<file path="config.mk">
export PLATFORM = sky130hd
export DESIGN_NAME = ftms_mul
export DESIGN_NICKNAME = d
export VERILOG_FILES = /design/src/rtl/ftms_pkg.sv /design/src/rtl/ftms_mul.sv
export SDC_FILE = /design/constraint.sdc
export NUM_CORES = 1
export LEC_CHECK = 0
export BUFFER_PORTS_ARGS = -buffer_cell sky130_fd_sc_hd__buf_2
export CAP_MARGIN = 20
export CORE_MARGIN = 5
export CORE_UTILIZATION = 60
export CTS_CLUSTER_DIAMETER = 100
export CTS_CLUSTER_SIZE = 24
export DETAILED_ROUTE_END_ITERATION = 16
export PLACE_DENSITY = 0.78
export RECOVER_POWER = 50
export SETUP_SLACK_MARGIN = 0.15
export SKIP_CTS_REPAIR_TIMING = 1
export SYNTH_ARGS = -nofsm -noshare
export SYNTH_HDL_FRONTEND = slang
export SYNTH_SLANG_ARGS = --single-unit
</file>
<file path="constraint.sdc">
create_clock -name aclk -period 18.2 [get_ports aclk]
set_input_delay 0.91 -clock aclk [delete_from_list [all_inputs] [get_ports aclk]]
set_output_delay 0.91 -clock aclk [all_outputs]
set_load 0.1 [all_outputs]
</file>
<file path="src/rtl/ftms_pkg.sv">
// Shared types, constants and helpers of the flow template match scorer.
`default_nettype none

package ftms_pkg;

    localparam int DEPTH = 64;
    localparam int IDX_W = 6;
    localparam int LEN_W = 7;

    // configuration register indexes
    localparam logic [2:0] CFG_WINDOW_LENGTH    = 3'd0;
    localparam logic [2:0] CFG_MARKER_CELL_SIZE = 3'd1;
    localparam logic [2:0] CFG_AVERAGE_GAIN     = 3'd2;
    localparam logic [2:0] CFG_MARKER_THRESHOLD = 3'd3;
    localparam logic [2:0] CFG_MATCH_THRESHOLD  = 3'd4;

    // opcodes
    localparam logic OP_PACKET   = 1'b0;
    localparam logic OP_TEMPLATE = 1'b1;

    // reset values
    localparam logic [6:0]  RST_WINDOW_LENGTH    = 7'd64;
    localparam logic [15:0] RST_MARKER_CELL_SIZE = 16'd586;
    localparam logic [15:0] RST_AVERAGE_GAIN     = 16'd6554;
    localparam logic [15:0] RST_MARKER_THRESHOLD = 16'd26214;

    localparam logic signed [47:0] MAX48 = 48'sh7FFF_FFFF_FFFF;
    localparam logic signed [47:0] MIN48 = 48'sh8000_0000_0000;

    typedef enum logic [3:0] {
        S_IDLE,
        S_MARK_MUL,
        S_MARK_UPD,
        S_FETCH,
        S_CUM,
        S_SQ,
        S_LO,
        S_HI,
        S_PEN,
        S_APPLY,
        S_FINISH,
        S_DONE
    } state_t;

    typedef struct packed {
        logic [23:0] op_a;
        logic [23:0] op_b;
    } mul_req_t;

    typedef struct packed {
        logic signed [23:0] bias;
        logic [23:0]        scale_out;
        logic [23:0]        scale_in;
        logic [21:0]        mean_out;
        logic [21:0]        mean_in;
    } tmpl_entry_t;

    typedef struct packed {
        logic        outgoing;
        logic [15:0] size;
    } ring_entry_t;

    function automatic logic signed [47:0] sat48(input logic signed [53:0] v);
        logic signed [47:0] r;
        if (v > 54'(MAX48)) begin
            r = MAX48;
        end else if (v < 54'(MIN48)) begin
            r = MIN48;
        end else begin
            r = v[47:0];
        end
        return r;
    endfunction

endpackage

`default_nettype wire

</file>
<file path="src/rtl/ftms_mul.sv">
// Shared 24x24 unsigned multiplier with registered product.
`default_nettype none

module ftms_mul
    import ftms_pkg::*;
(
    input  wire logic        aclk,
    input  wire mul_req_t    req,
    output logic [47:0]      prod
);

    logic [47:0] prod_reg;

    always_ff @(posedge aclk) begin
        prod_reg <= req.op_a * req.op_b;
    end

    assign prod = prod_reg;

endmodule

`default_nettype wire

</file>
==> impl_metrics.xml <==
<?xml version="1.0" encoding="UTF-8"?>
<metrics>
  <group name="run_status">
    <metric name="run_status" unit="">finished, final reports clean</metric>
  </group>
  <group name="floorplanning">
    <metric name="chipWidth" unit="µm">193</metric>
    <metric name="start_util" unit="%">60.3</metric>
    <metric name="fp-row-count" unit="">67</metric>
    <metric name="fp.dieArea" unit="µm²">37200</metric>
    <metric name="floorplan.die.height" unit="µm">193</metric>
    <metric name="floorplan.core_area" unit="µm²">33300</metric>
    <metric name="io-pin-count" unit="">97</metric>
  </group>
  <group name="critical_path">
    <metric name="critical_path_required" unit="ns">18.46</metric>
    <metric name="timing.critical_path.fanout_max" unit="">24</metric>
    <metric name="setup.worst_path.class" unit="">input pin to flop</metric>
    <metric name="crit_arrival" unit="ns">7.99</metric>
    <metric name="worst_setup_path_end_kind" unit="">flop</metric>
    <metric name="critical_path.slowest_cell" unit="">sky130_fd_sc_hd__clkbuf_1</metric>
    <metric name="timing.critical_path.buf_inv" unit="">4</metric>
    <metric name="start_kind" unit="">input pin</metric>
    <metric name="timing.critical_path.from" unit="">req[24]</metric>
    <metric name="slowest_delay" unit="ns">0.97</metric>
    <metric name="cpLargestDelayFamily" unit="">adder cells</metric>
    <metric name="crit_top_cell" unit="">sky130_fd_sc_hd__fa_1</metric>
    <metric name="crit_path_cell_trace" unit="">clkbuf_1 &gt; nand2_1 &gt; fa_1 &gt; fa_1 &gt; inv_1 &gt; fa_1 &gt; fa_1 &gt; fa_1 &gt; fa_1 &gt; inv_1 &gt; fa_1 &gt; inv_1 &gt; ha_1 &gt; a21oi_1 &gt; o21a_1 &gt; o22ai_1 &gt; or3_1 &gt; nor4_1 &gt; nor4_2 &gt; nor3_1 &gt; xnor2_1</metric>
  </group>
  <group name="yosys">
    <metric name="post_synth_inst_count" unit="">2238</metric>
    <metric name="synth_area_leaders" unit="">sky130_fd_sc_hd__fa_1 (48%), sky130_fd_sc_hd__ha_1 (11%), sky130_fd_sc_hd__inv_1 (10%)</metric>
    <metric name="synth_enable_flop_cells" unit="">0</metric>
    <metric name="post_synth_top_area_cell" unit="">sky130_fd_sc_hd__fa_1</metric>
    <metric name="syn-cell-area" unit="µm²">20100</metric>
    <metric name="ys_seq_elements" unit="">48</metric>
    <metric name="yosysSeqAreaShare" unit="%">4.79</metric>
    <metric name="synth.avg_cell_area" unit="µm²">8.96</metric>
    <metric name="synth_top_cell_area_share" unit="%">48.1</metric>
    <metric name="yosysWarnings" unit="">0</metric>
    <metric name="post-synth-top-count-cell" unit="">sky130_fd_sc_hd__inv_1</metric>
    <metric name="ys_types" unit="">51</metric>
    <metric name="yosys_most_used_dff" unit="">sky130_fd_sc_hd__dfxtp_1</metric>
    <metric name="ys_async_sr_fraction" unit="%">0</metric>
    <metric name="synth.net_count" unit="">2943</metric>
    <metric name="list_of_most_frequent_post_synthesis_cells" unit="">sky130_fd_sc_hd__inv_1 (559), sky130_fd_sc_hd__fa_1 (482), sky130_fd_sc_hd__nand2_1 (307)</metric>
  </group>
  <group name="finish">
    <metric name="design.final.nets" unit="">2941</metric>
    <metric name="final_core_utilization" unit="%">62.6</metric>
    <metric name="post_route_cells_drive_above_1_share" unit="%">3.17</metric>
    <metric name="register_area" unit="µm²">961</metric>
    <metric name="num_antenna_cells" unit="">0</metric>
    <metric name="multi_input_area" unit="µm²">16600</metric>
    <metric name="largest_reg_flops" unit="">48</metric>
    <metric name="area.growth.synth_to_final" unit="%">3.86</metric>
    <metric name="n_fill_cell" unit="">2804</metric>
  </group>
  <group name="grt">
    <metric name="antenna_violations_before_repair" unit="">2</metric>
    <metric name="grt-ovfl-total" unit="">0</metric>
    <metric name="gr-usage-all-layers" unit="%">29.9</metric>
    <metric name="vias_in_the_first_global_route" unit="">16300</metric>
    <metric name="pin_count_of_the_biggest_net_entering_global_routing" unit="">25</metric>
    <metric name="global_route_wire_length_before_repair" unit="µm">85800</metric>
  </group>
  <group name="timing">
    <metric name="final_min_period_over_clock_period" unit="%">42.5</metric>
    <metric name="final-setup-viol-count" unit="">0</metric>
    <metric name="tightest_slew" unit="ns">1.35</metric>
    <metric name="fmaxAchievable" unit="MHz">129</metric>
    <metric name="slew-limit-headroom" unit="%">9.72</metric>
    <metric name="postLayoutSetupSlackWorst" unit="ns">10.47</metric>
    <metric name="timing.final.crit_period" unit="ns">7.73</metric>
    <metric name="setup-tns-final" unit="ns">0</metric>
    <metric name="timing.final.max_slew_violations" unit="">0</metric>
    <metric name="hold_violations" unit="">0</metric>
    <metric name="fin_worst_hold_slack" unit="ns">1.12</metric>
    <metric name="rsz0062_at_grt" unit="">no</metric>
  </group>
  <group name="routing">
    <metric name="route.final.wire_length" unit="µm">51300</metric>
    <metric name="route.detailed.wl_per_inst" unit="µm">19.1</metric>
    <metric name="drt_pass1_iterations" unit="">5</metric>
    <metric name="drt_iter0_markers" unit="">1071</metric>
    <metric name="routed_via_density" unit="">5.52</metric>
    <metric name="num_vias" unit="">14800</metric>
    <metric name="ant_nets" unit="">0</metric>
    <metric name="drcViolationCount" unit="">0</metric>
  </group>
  <group name="min_path">
    <metric name="hold_path_depth" unit="">2</metric>
    <metric name="timing.hold.worst_endpoint" unit="">prod[0]</metric>
    <metric name="hold_start" unit="">req[0]</metric>
    <metric name="hold_class" unit="">input pin to flop</metric>
  </group>
  <group name="clocking">
    <metric name="cts_buffers" unit="">5</metric>
    <metric name="clock-root-buffer" unit="">sky130_fd_sc_hd__clkbuf_16</metric>
    <metric name="cts-root-to-sink-buffers" unit="">2</metric>
    <metric name="numClockSinks" unit="">48</metric>
    <metric name="cts_tree" unit="">yes</metric>
    <metric name="cts.reportedPaths.clkPinSlew" unit="ns">0.09</metric>
    <metric name="htree_num_levels" unit="">2</metric>
  </group>
  <group name="placement">
    <metric name="routabilityCongestion" unit="">0.942</metric>
    <metric name="portBuffers" unit="">96</metric>
    <metric name="dpl.hpwl" unit="µm">39900</metric>
    <metric name="pre_cts_slack" unit="ns">10.37</metric>
  </group>
  <group name="flow_run">
    <metric name="drv_cap" unit="">0</metric>
  </group>
</metrics>
[per-layer routing]
metal	share of wire [%]	up-vias	global-route usage, %	wire length [µm]
met5	0.037	-	0	19
met4	2.6	4	8.64	1320
met3	12	103	9.46	6040
met2	46	735	46.7	23600
met1	40	7507	40.4	20400
li1	-	6477	-	-
[through the flow]
step / std cells / cell area, µm²
CTS: 2685 / 20900
floorplan: 2238 / 20100
global placement: 2677 / 20700
finish: 2685 / 20800
global route: 2685 / 20800
detailed placement: 2677 / 20700
[cells by family (layout without fill, tap and decap cells)]
family	Yosys count	after routing	synth area share, %
AO/OA/AOI/OAI	131	131	4.32
XOR/XNOR	43	43	1.88
adder cells (fa/ha/maj)	656	656	59.0
buffers and inverters	664	663	12.5
flip-flops	48	48	4.79
AND/OR/NAND/NOR	696	696	17.6
[how the worst max path moves through the flow]
stage	endpoint	slack [ns]	depth (start not counted)
after floorplan	prod[44]	11.28	25
after global placement	prod[43]	10.42	25
after detailed placement	prod[46]	10.37	23
after CTS	prod[46]	10.72	23
after global routing	prod[46]	10.23	21
final	prod[41]	10.47	21
[cell usage in the layout, fill, tap and decap left out, types with 15 or more instances in the layout]
cell type                  count
sky130_fd_sc_hd__inv_1       559
sky130_fd_sc_hd__fa_1        482
sky130_fd_sc_hd__nand2_1     307
sky130_fd_sc_hd__and2_1      303
sky130_fd_sc_hd__ha_1        174
sky130_fd_sc_hd__buf_2        49
sky130_fd_sc_hd__a21oi_1      48
sky130_fd_sc_hd__dfxtp_1      48
sky130_fd_sc_hd__clkbuf_1     47
sky130_fd_sc_hd__xnor2_1      30
sky130_fd_sc_hd__nor2_1       21
sky130_fd_sc_hd__a21o_1       16
sky130_fd_sc_hd__o21ai_0      15
[final cells by class]
class / instances / area share [%]
Clock buffer: 5 / 0.601
Tap cell: 448 / 2.69
Sequential cell: 48 / 4.61
Multi-Input combinational cell: 1526 / 79.7
Inverter: 559 / 10.1
Clock inverter: 3 / 0.330
Timing Repair Buffer: 96 / 2.02
Power is left out: the tool's default activity adds up to more than one toggle a clock period on the data nets, which glitch-free logic cannot reach.
